File: src/rtl/core/bd_pkg.sv
// Shared types and constants for the bounded deque.
package bd_pkg;

  localparam int unsigned DEPTH_DEF = 16;
  localparam int unsigned DATA_W    = 32;
  localparam int unsigned CAP_W     = 5;
  localparam int unsigned CMD_W     = 3;
  localparam int unsigned STATUS_W  = 2;

  localparam logic [CAP_W-1:0] CAP_RESET = 5'd16;

  typedef enum logic [CMD_W-1:0] {
    CMD_PUSH_FRONT = 3'd0,
    CMD_PUSH_REAR  = 3'd1,
    CMD_POP_FRONT  = 3'd2,
    CMD_POP_REAR   = 3'd3,
    CMD_LIST       = 3'd4
  } cmd_e;

  typedef enum logic [STATUS_W-1:0] {
    STATUS_DONE  = 2'd0,
    STATUS_FULL  = 2'd1,
    STATUS_EMPTY = 2'd2
  } status_e;

  typedef enum logic [2:0] {
    ST_IDLE,
    ST_EXEC,
    ST_POP_OUT,
    ST_LIST_RD,
    ST_LIST_OUT
  } state_e;

  typedef struct packed {
    logic    accept;
    logic    wr_front;
    logic    wr_rear;
    logic    rd_front;
    logic    rd_rear;
    logic    rd_list;
    logic    idx_inc;
    logic    load_out;
    logic    out_use_ram;
    logic    out_last;
    status_e out_status;
  } dp_cmd_t;

  typedef struct packed {
    logic [CMD_W-1:0] cmd;
    logic             full;
    logic             empty;
    logic             out_free;
    logic             list_last;
  } dp_stat_t;

endpackage

File: src/rtl/core/bd_ram.sv
// Generic single-write, single-read RAM with registered read data.
module bd_ram #(
  parameter int unsigned WIDTH = bd_pkg::DATA_W,
  parameter int unsigned DEPTH = bd_pkg::DEPTH_DEF,
  localparam int unsigned AW   = (DEPTH > 1) ? $clog2(DEPTH) : 1
) (
  input  logic             clk_i,
  input  logic             wr_en_i,
  input  logic [AW-1:0]    wr_addr_i,
  input  logic [WIDTH-1:0] wr_data_i,
  input  logic             rd_en_i,
  input  logic [AW-1:0]    rd_addr_i,
  output logic [WIDTH-1:0] rd_data_o
);

  logic [WIDTH-1:0] mem_q [DEPTH];
  logic [WIDTH-1:0] rd_data_q;

  always_ff @(posedge clk_i) begin
    if (wr_en_i) begin
      mem_q[wr_addr_i] <= wr_data_i;
    end
    if (rd_en_i) begin
      rd_data_q <= mem_q[rd_addr_i];
    end
  end

  assign rd_data_o = rd_data_q;

endmodule

File: src/rtl/core/bd_ctrl.sv
// Command sequencer for the bounded deque.
module bd_ctrl (
  input  logic              clk_i,
  input  logic              rst_ni,
  input  logic              in_valid_i,
  output logic              in_ready_o,
  input  bd_pkg::dp_stat_t  stat_i,
  output bd_pkg::dp_cmd_t   cmd_o
);

  bd_pkg::state_e state_q, state_d;

  always_ff @(posedge clk_i or negedge rst_ni) begin
    if (!rst_ni) begin
      state_q <= bd_pkg::ST_IDLE;
    end else begin
      state_q <= state_d;
    end
  end

  always_comb begin
    state_d = state_q;
    unique case (state_q)
      bd_pkg::ST_IDLE: begin
        if (in_valid_i) begin
          state_d = bd_pkg::ST_EXEC;
        end
      end
      bd_pkg::ST_EXEC: begin
        if (stat_i.out_free) begin
          unique case (stat_i.cmd)
            bd_pkg::CMD_POP_FRONT, bd_pkg::CMD_POP_REAR: begin
              state_d = stat_i.empty ? bd_pkg::ST_IDLE : bd_pkg::ST_POP_OUT;
            end
            bd_pkg::CMD_LIST: begin
              state_d = stat_i.empty ? bd_pkg::ST_IDLE : bd_pkg::ST_LIST_OUT;
            end
            default: begin
              state_d = bd_pkg::ST_IDLE;
            end
          endcase
        end
      end
      bd_pkg::ST_POP_OUT: begin
        if (stat_i.out_free) begin
          state_d = bd_pkg::ST_IDLE;
        end
      end
      bd_pkg::ST_LIST_RD: begin
        state_d = bd_pkg::ST_LIST_OUT;
      end
      bd_pkg::ST_LIST_OUT: begin
        if (stat_i.out_free) begin
          state_d = stat_i.list_last ? bd_pkg::ST_IDLE : bd_pkg::ST_LIST_RD;
        end
      end
      default: begin
        state_d = bd_pkg::ST_IDLE;
      end
    endcase
  end

  always_comb begin
    cmd_o            = '0;
    cmd_o.out_status = bd_pkg::STATUS_DONE;
    in_ready_o       = 1'b0;
    unique case (state_q)
      bd_pkg::ST_IDLE: begin
        in_ready_o   = 1'b1;
        cmd_o.accept = in_valid_i;
      end
      bd_pkg::ST_EXEC: begin
        if (stat_i.out_free) begin
          unique case (stat_i.cmd)
            bd_pkg::CMD_PUSH_FRONT, bd_pkg::CMD_PUSH_REAR: begin
              cmd_o.load_out = 1'b1;
              cmd_o.out_last = 1'b1;
              if (stat_i.full) begin
                cmd_o.out_status = bd_pkg::STATUS_FULL;
              end else begin
                cmd_o.wr_front = (stat_i.cmd == bd_pkg::CMD_PUSH_FRONT);
                cmd_o.wr_rear  = (stat_i.cmd == bd_pkg::CMD_PUSH_REAR);
              end
            end
            bd_pkg::CMD_POP_FRONT, bd_pkg::CMD_POP_REAR, bd_pkg::CMD_LIST: begin
              if (stat_i.empty) begin
                cmd_o.load_out   = 1'b1;
                cmd_o.out_last   = 1'b1;
                cmd_o.out_status = bd_pkg::STATUS_EMPTY;
              end else begin
                cmd_o.rd_front = (stat_i.cmd == bd_pkg::CMD_POP_FRONT);
                cmd_o.rd_rear  = (stat_i.cmd == bd_pkg::CMD_POP_REAR);
                cmd_o.rd_list  = (stat_i.cmd == bd_pkg::CMD_LIST);
              end
            end
            default: begin
              cmd_o.load_out = 1'b0;
            end
          endcase
        end
      end
      bd_pkg::ST_POP_OUT: begin
        cmd_o.load_out    = stat_i.out_free;
        cmd_o.out_use_ram = 1'b1;
        cmd_o.out_last    = 1'b1;
      end
      bd_pkg::ST_LIST_RD: begin
        cmd_o.rd_list = 1'b1;
      end
      bd_pkg::ST_LIST_OUT: begin
        cmd_o.load_out    = stat_i.out_free;
        cmd_o.idx_inc     = stat_i.out_free;
        cmd_o.out_use_ram = 1'b1;
        cmd_o.out_last    = stat_i.list_last;
      end
      default: begin
        in_ready_o = 1'b0;
      end
    endcase
  end

endmodule

File: src/rtl/core/bd_datapath.sv
// Pointers, count, capacity register, entry store and output register of the deque.
module bd_datapath #(
  parameter int unsigned DEPTH = bd_pkg::DEPTH_DEF
) (
  input  logic                            clk_i,
  input  logic                            rst_ni,
  input  logic                            cfg_valid_i,
  input  logic [bd_pkg::CAP_W-1:0]        cfg_data_i,
  input  logic [bd_pkg::CMD_W-1:0]        in_cmd_i,
  input  logic signed [bd_pkg::DATA_W-1:0] in_value_i,
  input  logic                            out_ready_i,
  output logic                            out_valid_o,
  output logic [bd_pkg::STATUS_W-1:0]     out_status_o,
  output logic signed [bd_pkg::DATA_W-1:0] out_item_o,
  output logic                            out_last_o,
  input  bd_pkg::dp_cmd_t                 cmd_i,
  output bd_pkg::dp_stat_t                stat_o
);

  localparam int unsigned IW   = (DEPTH > 1) ? $clog2(DEPTH) : 1;
  localparam int unsigned CW   = $clog2(DEPTH + 1);
  localparam int unsigned CMPW = (CW > bd_pkg::CAP_W) ? CW : bd_pkg::CAP_W;

  logic [bd_pkg::CAP_W-1:0]        cap_q;
  logic [bd_pkg::CMD_W-1:0]        cmd_q;
  logic signed [bd_pkg::DATA_W-1:0] value_q;
  logic [IW-1:0]                   head_q, head_d;
  logic [CW-1:0]                   count_q, count_d;
  logic [CW-1:0]                   idx_q, idx_d;
  logic                            out_valid_q, out_valid_d;
  logic [bd_pkg::STATUS_W-1:0]     out_status_q;
  logic signed [bd_pkg::DATA_W-1:0] out_item_q;
  logic                            out_last_q;

  logic [IW-1:0]                   head_dec;
  logic [IW-1:0]                   head_inc;
  logic [IW-1:0]                   rd_addr;
  logic [IW-1:0]                   wr_addr;
  logic                            wr_en;
  logic                            rd_en;
  logic [bd_pkg::DATA_W-1:0]       rd_data;
  logic                            out_free;

  function automatic logic [IW-1:0] wrap_slot(input logic [IW-1:0] base,
                                              input logic [CW-1:0] offset);
    logic [CW:0] sum;
    sum = (CW+1)'(base) + (CW+1)'(offset);
    if (sum >= (CW+1)'(DEPTH)) begin
      sum = sum - (CW+1)'(DEPTH);
    end
    return sum[IW-1:0];
  endfunction

  assign head_dec = (head_q == '0) ? IW'(DEPTH - 1) : head_q - IW'(1);
  assign head_inc = wrap_slot(head_q, CW'(1));

  always_comb begin
    priority if (cmd_i.rd_front) begin
      rd_addr = head_q;
    end else if (cmd_i.rd_rear) begin
      rd_addr = wrap_slot(head_q, count_q - CW'(1));
    end else begin
      rd_addr = wrap_slot(head_q, idx_q);
    end
  end

  assign wr_addr = cmd_i.wr_front ? head_dec : wrap_slot(head_q, count_q);
  assign wr_en   = cmd_i.wr_front | cmd_i.wr_rear;
  assign rd_en   = cmd_i.rd_front | cmd_i.rd_rear | cmd_i.rd_list;

  bd_ram #(
    .WIDTH (bd_pkg::DATA_W),
    .DEPTH (DEPTH)
  ) u_store (
    .clk_i     (clk_i),
    .wr_en_i   (wr_en),
    .wr_addr_i (wr_addr),
    .wr_data_i (value_q),
    .rd_en_i   (rd_en),
    .rd_addr_i (rd_addr),
    .rd_data_o (rd_data)
  );

  always_comb begin
    head_d  = head_q;
    count_d = count_q;
    priority if (cmd_i.wr_front) begin
      head_d  = head_dec;
      count_d = count_q + CW'(1);
    end else if (cmd_i.wr_rear) begin
      count_d = count_q + CW'(1);
    end else if (cmd_i.rd_front) begin
      head_d  = head_inc;
      count_d = count_q - CW'(1);
    end else if (cmd_i.rd_rear) begin
      count_d = count_q - CW'(1);
    end
  end

  always_comb begin
    idx_d = idx_q;
    priority if (cmd_i.accept) begin
      idx_d = '0;
    end else if (cmd_i.idx_inc) begin
      idx_d = idx_q + CW'(1);
    end
  end

  assign out_free = !out_valid_q || out_ready_i;

  always_comb begin
    out_valid_d = out_valid_q;
    priority if (cmd_i.load_out) begin
      out_valid_d = 1'b1;
    end else if (out_ready_i) begin
      out_valid_d = 1'b0;
    end
  end

  always_ff @(posedge clk_i or negedge rst_ni) begin
    if (!rst_ni) begin
      cap_q       <= bd_pkg::CAP_RESET;
      head_q      <= '0;
      count_q     <= '0;
      idx_q       <= '0;
      out_valid_q <= 1'b0;
    end else begin
      if (cfg_valid_i) begin
        cap_q <= cfg_data_i;
      end
      head_q      <= head_d;
      count_q     <= count_d;
      idx_q       <= idx_d;
      out_valid_q <= out_valid_d;
    end
  end

  always_ff @(posedge clk_i) begin
    if (cmd_i.accept) begin
      cmd_q   <= in_cmd_i;
      value_q <= in_value_i;
    end
    if (cmd_i.load_out) begin
      out_status_q <= cmd_i.out_status;
      out_item_q   <= cmd_i.out_use_ram ? rd_data : '0;
      out_last_q   <= cmd_i.out_last;
    end
  end

  assign stat_o.cmd       = cmd_q;
  assign stat_o.full      = (CMPW'(count_q) >= CMPW'(cap_q)) || (count_q == CW'(DEPTH));
  assign stat_o.empty     = (count_q == '0);
  assign stat_o.out_free  = out_free;
  assign stat_o.list_last = ((idx_q + CW'(1)) == count_q);

  assign out_valid_o  = out_valid_q;
  assign out_status_o = out_status_q;
  assign out_item_o   = out_item_q;
  assign out_last_o   = out_last_q;

endmodule

File: src/rtl/core/bounded_deque.sv
// Top level of the bounded double-ended queue.
// Input channel (s_axis): tuser carries the command (push front, push rear,
// pop front, pop rear, list), tdata the signed 32-bit value to push.
// Output channel (m_axis): tuser carries the status (done, full, empty),
// tdata the popped or listed entry (zero after a push or a refusal), and
// tlast marks the final item caused by a command.
// Configuration channel (cfg): writes the capacity limit, clamped to DEPTH.
// Write it only while no command is in flight.
// Timing: one command at a time. A push or a refused command has its result
// loaded from the execute state; a pop reads its entry, then loads it.
// A list yields one item per entry, reading and loading them in turn, as the
// entry store has a registered read port. The next command can be accepted
// in the cycle after the last result is loaded into the output register.
// Reset empties the deque, sets the head to slot 0 and the capacity to 16;
// the store contents are not cleared. When the receiver stalls, the output
// register holds its item and the sequencer waits before loading the next.
module bounded_deque #(
  parameter int unsigned DEPTH = bd_pkg::DEPTH_DEF
) (
  input  logic                             clk_i,
  input  logic                             rst_ni,
  input  logic                             cfg_valid_i,
  output logic                             cfg_ready_o,
  input  logic [bd_pkg::CAP_W-1:0]         cfg_data_i,
  input  logic                             s_axis_tvalid,
  output logic                             s_axis_tready,
  input  logic signed [bd_pkg::DATA_W-1:0] s_axis_tdata,   // [31:0] value
  input  logic [bd_pkg::CMD_W-1:0]         s_axis_tuser,   // [2:0] command
  output logic                             m_axis_tvalid,
  input  logic                             m_axis_tready,
  output logic signed [bd_pkg::DATA_W-1:0] m_axis_tdata,   // [31:0] item
  output logic [bd_pkg::STATUS_W-1:0]      m_axis_tuser,   // [1:0] status
  output logic                             m_axis_tlast
);

  bd_pkg::dp_cmd_t  dp_cmd;
  bd_pkg::dp_stat_t dp_stat;

  assign cfg_ready_o = 1'b1;

  bd_ctrl u_ctrl (
    .clk_i      (clk_i),
    .rst_ni     (rst_ni),
    .in_valid_i (s_axis_tvalid),
    .in_ready_o (s_axis_tready),
    .stat_i     (dp_stat),
    .cmd_o      (dp_cmd)
  );

  bd_datapath #(
    .DEPTH (DEPTH)
  ) u_datapath (
    .clk_i        (clk_i),
    .rst_ni       (rst_ni),
    .cfg_valid_i  (cfg_valid_i),
    .cfg_data_i   (cfg_data_i),
    .in_cmd_i     (s_axis_tuser),
    .in_value_i   (s_axis_tdata),
    .out_ready_i  (m_axis_tready),
    .out_valid_o  (m_axis_tvalid),
    .out_status_o (m_axis_tuser),
    .out_item_o   (m_axis_tdata),
    .out_last_o   (m_axis_tlast),
    .cmd_i        (dp_cmd),
    .stat_o       (dp_stat)
  );

endmodule

File: config.mk
export PLATFORM = sky130hd
export DESIGN_NAME = bounded_deque
export DESIGN_NICKNAME = d
export VERILOG_FILES = /design/src/rtl/core/bd_pkg.sv /design/src/rtl/core/bd_ram.sv /design/src/rtl/core/bd_ctrl.sv /design/src/rtl/core/bd_datapath.sv /design/src/rtl/core/bounded_deque.sv
export SDC_FILE = /design/constraint.sdc
export NUM_CORES = 1
export LEC_CHECK = 0
export BUFFER_PORTS_ARGS = -buffer_cell sky130_fd_sc_hd__buf_2
export CORE_ASPECT_RATIO = 0.8
export CORE_MARGIN = 1
export CORE_UTILIZATION = 40
export CTS_CLUSTER_DIAMETER = 100
export DETAILED_ROUTE_END_ITERATION = 10
export SETUP_SLACK_MARGIN = 0.2
export SYNTH_ARGS = -nofsm -noshare
export SYNTH_HDL_FRONTEND = slang
export SYNTH_SLANG_ARGS = --single-unit
File: constraint.sdc
create_clock -name clk_i -period 5.8 [get_ports clk_i]
set_clock_uncertainty 0.2 [all_clocks]
set_input_delay 0.29 -clock clk_i [delete_from_list [all_inputs] [get_ports clk_i]]
set_output_delay 0.29 -clock clk_i [all_outputs]
set_load 0.01 [all_outputs]
==> results.rst, run 1 <==
.. list-table::
   :header-rows: 1

   * - Metric
     - Value
   * - Clock latency on the worst-skew pair
     - 0.63 ns
   * - Count of instances resized after the clock tree is built
     - 0
   * - Overall power
     - 18.5 mW
   * - Met3 Resource Use GR
     - 0.0339
   * - Sink Count
     - 637
   * - Share of the synthesized area in compound gates (AO/OA/AOI/OAI)
     - 0.102
   * - Tot GR Track Use
     - 0.208
   * - Critical path peak fanout
     - 18
   * - Synth Area per Inst
     - 14.9 µm²
   * - Final count of hold timing violations
     - 0
   * - Number of antenna cells inserted
     - 0
   * - TritonCTS clock tree
     - done
   * - GRT overflow
     - 0
   * - Sequential area share after synthesis
     - 0.636
   * - Cell area after placement
     - 31600 µm²
   * - Simple logic cell fraction of the synthesized area
     - 0.0346
   * - Pin slew with the least headroom to its limit
     - 1.27 ns
   * - Average via count per standard cell
     - 5.86
   * - Clock slew seen by the registers of the worst setup and hold paths
     - 0.06 ns
   * - Slew Limit Fails
     - 0
   * - Category of the worst setup path launch point
     - flop
   * - Startpoint of the worst-slack reg-to-reg timing path
     - u_datapath.count_q[1]$_DFFE_PN0P_
   * - Total of flip-flops plus latches after synthesis
     - 637
   * - P per Cell Area
     - 542 nW/µm²
   * - Detailed Route WL
     - 78900 µm
   * - Initial antenna violation count
     - 1
   * - Final number of setup-violating endpoints
     - 0
   * - Synth Area in Adders
     - 0.00845
   * - Post-synthesis share of cell area spent on xor and xnor gates
     - 0.00820
   * - Wire per inst
     - 25.0 µm
   * - Mux cell area share after synthesis
     - 0.187
   * - Unrepaired setup endpoints after global routing
     - no
   * - Drt first-iter violations
     - 1597
   * - Critical Path RT
     - 5.94 ns
   * - Dominant combinational cell family by area after synthesis
     - multiplexers
   * - Remaining routing DRC violations
     - 0
   * - Starting utilization of the core area
     - 0.405
   * - Hold slack
     - 0.177 ns
   * - Via count of the first global-routing pass
     - 19122
   * - First-pass GRT wire length
     - 119000 µm
   * - Number of nets in the layout
     - 2174
   * - Area taken by multi-input logic gates
     - 10400 µm²
   * - Number of CTS-inserted buffers
     - 67
   * - Start point of the critical path
     - u_datapath.count_q[1]$_DFFE_PN0P_
   * - Setup total negative slack
     - 0 ns
   * - Register cell area after layout
     - 19000 µm²
   * - Worst hold start
     - s_axis_tdata[13]
   * - Clock tree buffer depth
     - 3
   * - Synth warn
     - 0
   * - Final critical-path setup slack
     - 0.815 ns
   * - Number of buffer cells added on primary ports
     - 81
   * - First-pass DRT Iterations
     - 5
   * - Filler-free cell count of the finished design
     - 3159
   * - Shortest clock period the worst path allows after layout
     - 4.98 ns
   * - Post-placement setup slack
     - 0.907 ns
   * - Number of placed instances with taps included
     - 2987
   * - Portion of the clock cycle consumed by the worst path in the final layout
     - 0.859
   * - Number of inserted filler cells in the final layout
     - 6413
   * - Kind of end point of the critical path
     - flop
   * - Detailed Place HPWL
     - 43200 µm
   * - Mapped cell area
     - 29900 µm²
   * - Largest voltage drop on the vdd net
     - 0.000385 V
   * - Ratio of cells with drive above 1 in the final layout
     - 0.141
   * - Worst min-delay path category
     - input pin to flop
   * - Result of the run
     - complete, no violations
   * - Final RePlAce weighted congestion
     - 0.810
   * - Cell chosen for the clock root
     - clkbuf_16
   * - Die Area
     - 75900 µm²
   * - Global-route layer with the greatest usage
     - met2
   * - FFs w/ async S/R, synth
     - 0.0361
   * - Max-Slew Margin vs Limit
     - 0.143
   * - I/O pin count
     - 83
   * - Pleak
     - 12.5 nW
   * - Met1 routing resource usage after global routing
     - 0.285
   * - Number of maximum-capacitance violations
     - 0
   * - Post-synth net total
     - 2077
   * - Finished Cell Area
     - 34200 µm²
   * - Die height
     - 247 µm
   * - Met2 Usage GRT
     - 0.338
   * - Area inside the core boundary
     - 73800 µm²
   * - Row Count
     - 89
   * - Total number of vias
     - 18501
   * - Largest net degree at the start of global routing
     - 123
   * - Overall die width
     - 308 µm
   * - Type of the worst setup path
     - flop to flop
   * - Synth Instances
     - 2013
   * - Post-synth EDFFs
     - 614
   * - Worst EP arrival
     - 5.12 ns
   * - Finished Core Util
     - 0.463
   * - Achievable Freq
     - 201 MHz
   * - Synthesis-to-finish area growth
     - 14.3%
   * - Top FF cell, synth
     - edfxtp_1
   * - Antenna Nets Post-Route
     - 0
   * - H-tree levels
     - 3
   * - Synth unique cells
     - 69
   * - Buffers inserted during post-CTS setup optimization
     - 0
==> registers in the layout (all words and copies together), names as in the netlist, 3 cells and up <==
name	cells
u_datapath.u_store.mem_q	512
u_datapath.out_item_o	32
u_datapath.head_q	4
u_ctrl.state_q	3
u_datapath.cap_q	5
u_datapath.cmd_q	3
u_datapath.u_store.rd_data_o	32
u_datapath.value_q	32
u_datapath.idx_q	5
u_datapath.count_q	5
==> final cells by class <==
class | count | share of cell area
Clock buffer | 87 | 0.0525
Tap cell | 1001 | 0.0366
Multi-Input combinational cell | 1197 | 0.303
Inverter | 14 | 0.00154
Timing Repair Buffer | 193 | 0.0440
Clock inverter | 30 | 0.00593
Sequential cell | 637 | 0.556
==> layer usage <==
metal | share of wire | wire length, µm
met5 | 0 | 0
met4 | 0.025 | 1990
met3 | 0.058 | 4590
met2 | 0.46 | 36600
met1 | 0.45 | 35600
==> cells in the mapped netlist (2+ instances only) <==
master	instances	area (µm²)
a21boi_0	57	428
a21boi_1	7	52.6
a21o_1	4	30.0
a21oi_1	10	50.1
a22oi_1	3	22.5
a31oi_1	3	18.8
and2_1	34	213
and3_1	35	219
buf_1	6	22.5
buf_2	38	190
buf_4	2	15.0
clkbuf_1	118	443
dfrtp_1	22	551
edfxtp_1	614	18400
fa_1	2	40.0
ha_1	17	213
inv_1	14	52.6
mux2_2	33	372
mux2_4	2	30.0
mux2i_1	517	5170
nand2_1	30	113
nand2b_1	4	25.0
nand3_1	3	15.0
nor2_1	44	165
nor2b_1	3	18.8
nor3_1	6	30.0
nor3b_1	5	37.5
o21a_1	4	30.0
o21ai_0	44	220
o221ai_1	64	561
o22ai_1	98	613
o311a_1	2	20.0
o31a_1	3	26.3
o31ai_1	35	263
o32ai_1	65	569
or2_1	2	12.5
or3_1	5	31.3
xnor2_1	19	166
xor2_1	9	78.8
==> layout by cell type (no fill, tap or decap), drive strengths merged, types with 46 or more instances in the layout <==
cell,Yosys,final
edfxtp,614,614
mux2i,517,517
buf,47,138
o22ai,98,98
clkbuf,118,88
o32ai,65,65
o221ai,64,64
a21boi,64,64
dlygate4sd3,0,54
nor2,46,46
==> worst max-delay path: stages, from the launching register on <==
cell,delay [ns]
dfrtp_1,0.47
inv_1,0.19
ha_1,0.20
or4b_1,0.61
nand2_2,0.12
nor2_1,0.08
nand2_1,0.18
nand2_1,0.10
o21ai_0,0.09
ha_1,0.26
a21o_1,0.17
a21oi_1,0.26
xnor2_1,0.18
a221oi_4,0.31
or2_1,0.67
buf_4,0.43
o32ai_1,0.15
==> worst paths after layout <==
| path | end | slack (ns) | cells after the start |
|---|---|---|---|
| worst max-delay path | u_datapath.u_store.rd_data_o[3]$_DFFE_PP_ | 0.82 | 16 |
| worst min-delay path | u_datapath.value_q[13]$_DFFE_PP_ | 0.18 | 2 |
| worst max register to register | u_datapath.u_store.rd_data_o[3]$_DFFE_PP_ | 0.82 | 16 |
| worst min register to register | u_datapath.out_item_o[4]$_SDFFCE_PN0P_ | 0.33 | 1 |
| max in group asynchronous | u_datapath.count_q[0]$_DFFE_PN0P_ | 3.48 | 4 |
| min in group asynchronous | u_datapath.cap_q[1]$_DFFE_PN0P_ | 0.43 | 3 |
==> logic make-up after synthesis <==
kind of cell               count (synthesis)
muxes                                    552
AOI/OAI and AO/OA                        411
adders and majority gates                 19
DFF                                      637
xor gates and xnor gates                  28
buffers and inverters                    179
other                                      1
and+or+nand+nor                          186
==> where the power goes <==
| group | internal, mW | leakage (nW) | total, mW | switching [mW] |
|---|---|---|---|---|
| sequential | 6.01 | 5.84 | 6.61 | 0.603 |
| combinational | 3.05 | 5.68 | 7.87 | 4.82 |
| clock | 2.24 | 0.980 | 4.05 | 1.81 |
| total | 11.3 | 12.5 | 18.5 | 7.24 |
==> what timing repair did <==
action / in CTS / in global routing
endpoints found under the hold margin: 67 / 0
hold buffers: 54 / 0
setup endpoints to repair: 0 / 0
Note: power is estimated with default switching activity, not from simulation.
==> run 2, diff against run 1 <==
--- a/config.mk
+++ b/config.mk
@@ -7,10 +7,11 @@
 export LEC_CHECK = 0
 export BUFFER_PORTS_ARGS = -buffer_cell sky130_fd_sc_hd__buf_2
 export CORE_ASPECT_RATIO = 0.8
-export CORE_MARGIN = 1
+export CORE_MARGIN = 2
 export CORE_UTILIZATION = 40
 export CTS_CLUSTER_DIAMETER = 100
 export DETAILED_ROUTE_END_ITERATION = 10
+export MAX_ROUTING_LAYER = met4
 export SETUP_SLACK_MARGIN = 0.2
 export SYNTH_ARGS = -nofsm -noshare
 export SYNTH_HDL_FRONTEND = slang
==> constraint.sdc (replaced) <==
create_clock -name clk_i -period 4.6 [get_ports clk_i]
set_clock_uncertainty 0.2 [all_clocks]
set_input_delay 0.23 -clock clk_i [delete_from_list [all_inputs] [get_ports clk_i]]
set_output_delay 0.23 -clock clk_i [all_outputs]
set_load 0.01 [all_outputs]
==> run 2 against run 1 <==
Critical path depth is 6 lower. Via count increased by 0.94%. Register-to-register slack got worse by 0.40 ns. Setup slack got worse by 0.40 ns. Sequential cell count unchanged. Core utilization up 1.0 points. Sequential power grew 24%. Sequential share of layout area decreased by 1.2 points. Final area increased by 2.2%. Largest cell class unchanged. Largest power group unchanged. Highest routed layer unchanged.
==> results.rst, run 2 (synthesis results as in run 1) <==
.. list-table::
   :header-rows: 1

   * - Metric
     - Value
   * - Result of the run
     - complete, no violations
   * - Setup total negative slack
     - 0 ns
   * - Final count of hold timing violations
     - 0
   * - I/O pin count
     - 83
   * - Shortest clock period the worst path allows after layout
     - 4.18 ns
   * - Area taken by multi-input logic gates
     - 10400 µm²
   * - First-pass GRT wire length
     - 121000 µm
   * - Final RePlAce weighted congestion
     - 0.806
   * - Area inside the core boundary
     - 73800 µm²
   * - Largest net degree at the start of global routing
     - 86
   * - Drt first-iter violations
     - 1527
   * - Ratio of cells with drive above 1 in the final layout
     - 0.164
   * - Clock tree buffer depth
     - 3
   * - Kind of end point of the critical path
     - flop
   * - Most common library cell in the layout ignoring fill and taps
     - edfxtp_1
   * - Post-placement setup slack
     - 0.400 ns
   * - First-pass DRT Iterations
     - 5
   * - Number of inserted filler cells in the final layout
     - 6325
   * - Final number of setup-violating endpoints
     - 0
   * - Commonest cells after routing, fill and taps aside
     - edfxtp_1 (614), mux2i_1 (517), o22ai_1 (97), buf_2 (81), clkbuf_16 (71)
   * - P per Cell Area
     - 689 nW/µm²
   * - Number of CTS-inserted buffers
     - 69
   * - Initial antenna violation count
     - 2
   * - Unrepaired setup endpoints after global routing
     - no
   * - Max FFs per register
     - 512
   * - Detailed Place HPWL
     - 44600 µm
   * - Synthesis-to-finish area growth
     - 16.9%
   * - Clock latency on the worst-skew pair
     - 0.62 ns
   * - Starting utilization of the core area
     - 0.405
   * - Sink Count
     - 637
   * - Number of nets in the layout
     - 2215
   * - Pin slew with the least headroom to its limit
     - 0.947 ns
   * - Final critical-path setup slack
     - 0.415 ns
   * - Critical path peak fanout
     - 49
   * - Category of the worst setup path launch point
     - flop
   * - Detailed Route WL
     - 81200 µm
   * - Total number of vias
     - 18675
   * - Wire per inst
     - 25.4 µm
   * - Remaining routing DRC violations
     - 0
   * - Achievable Freq
     - 239 MHz
   * - Tot GR Track Use
     - 0.216
   * - Hold slack
     - 0.128 ns
   * - Register cell area after layout
     - 19000 µm²
   * - Die height
     - 249 µm
   * - Clock slew seen by the registers of the worst setup and hold paths
     - 0.07 ns
   * - H-tree levels
     - 3
   * - Overall power
     - 24.1 mW
   * - Slew Limit Fails
     - 0
   * - Worst EP arrival
     - 4.42 ns
   * - TritonCTS clock tree
     - done
   * - Type of the worst setup path
     - flop to flop
   * - Antenna Nets Post-Route
     - 0
   * - Average via count per standard cell
     - 5.85
   * - Critical Path RT
     - 4.83 ns
   * - Pleak
     - 12.8 nW
   * - Portion of the clock cycle consumed by the worst path in the final layout
     - 0.910
   * - Largest voltage drop on the vdd net
     - 0.000626 V
   * - Number of maximum-capacitance violations
     - 0
   * - Largest reg by FF count
     - u_datapath.u_store.mem_q
   * - Number of antenna cells inserted
     - 0
   * - Number of buffer cells added on primary ports
     - 81
   * - Die Area
     - 77000 µm²
   * - Via count of the first global-routing pass
     - 19013
   * - Row Count
     - 89
   * - Cell chosen for the clock root
     - clkbuf_16
   * - Overall die width
     - 310 µm
   * - Worst min-delay path category
     - input pin to flop
   * - Max-Slew Margin vs Limit
     - 0.367
   * - GRT overflow
     - 0
## run 2: cell count changes in the layout (fill, tap and decap cells not counted), sizes merged
cell	previous run	this run
clkbuf	88	81
dlygate4sd3	54	53
clkinv	24	20
bufinv	1	3
clkinvlp	1	7
inv	18	17
buf	138	179
## run 2: final timing paths
| kind | from | end | slack, ns | cells past startpoint |
|---|---|---|---|---|
| hold reg to reg | u_datapath.u_store.rd_data_o[0]$_DFFE_PP_ | u_datapath.out_item_o[0]$_SDFFCE_PN0P_ | 0.35 | 1 |
| setup / recovery | u_datapath.count_q[0]$_DFFE_PN0P_ | u_datapath.u_store.rd_data_o[30]$_DFFE_PP_ | 0.42 | 10 |
| min in group asynchronous | rst_ni | u_datapath.cap_q[3]$_DFFE_PN0P_ | 0.45 | 4 |
| setup reg to reg | u_datapath.count_q[0]$_DFFE_PN0P_ | u_datapath.u_store.rd_data_o[30]$_DFFE_PP_ | 0.42 | 10 |
| hold / removal | s_axis_tdata[26] | u_datapath.value_q[26]$_DFFE_PP_ | 0.13 | 2 |
| max in group asynchronous | rst_ni | u_datapath.idx_q[0]$_DFFE_PN0P_ | 3.57 | 4 |
## run 2: routing by layer
metal,share of wire,global-route usage,vias up
li1,-,-,8364
met1,0.45,0.291,9561
met2,0.47,0.334,608
met3,0.062,0.0422,142
met4,0.026,0.0584,0
met5,0,-,-
## run 2: power breakdown
group          internal, mW  switching (mW)  total (mW)
clock                  2.98            2.31        5.29
combinational          4.24            6.32        10.6
sequential             7.58           0.647        8.22
## run 2: metrics by stage
stage / instance area [µm²] / util / instances
finish: 35000 / 0.473 / 3195
detailed placement: 32200 / 0.436 / 3024
floorplan: 29900 / - / 2013
CTS: 34800 / 0.472 / 3192
global placement: 32200 / 0.436 / 3024
global route: 35000 / 0.473 / 3195
## run 2: worst max-delay path, stage by stage (launching register included)
cell     delay [ns]
dfrtp_1        0.38
inv_1          0.13
ha_1           0.17
or4b_1         0.49
nand2_2        0.12
buf_4          0.60
or3_4          0.49
buf_12         0.36
mux2i_1        0.52
o22ai_1        0.17
o32ai_1        0.23
## run 2: timing repair
item / 4_1_cts / 5_1_grt
setup buffers: 0 / 3
hold buffers: 54 / 0
setup endpoints to repair: 0 / 31
resized for setup: 0 / 19
endpoints found under the hold margin: 68 / 0
## run 2: area by class of cell
| cell class | instances | area share |
|---|---|---|
| multi-input combinational | 1197 | 0.298 |
| clock inverter | 33 | 0.00759 |
| timing repair buffer | 232 | 0.0608 |
| tap | 1001 | 0.0358 |
| sequential | 637 | 0.544 |
| clock buffer | 81 | 0.0519 |
| inverter | 14 | 0.00150 |
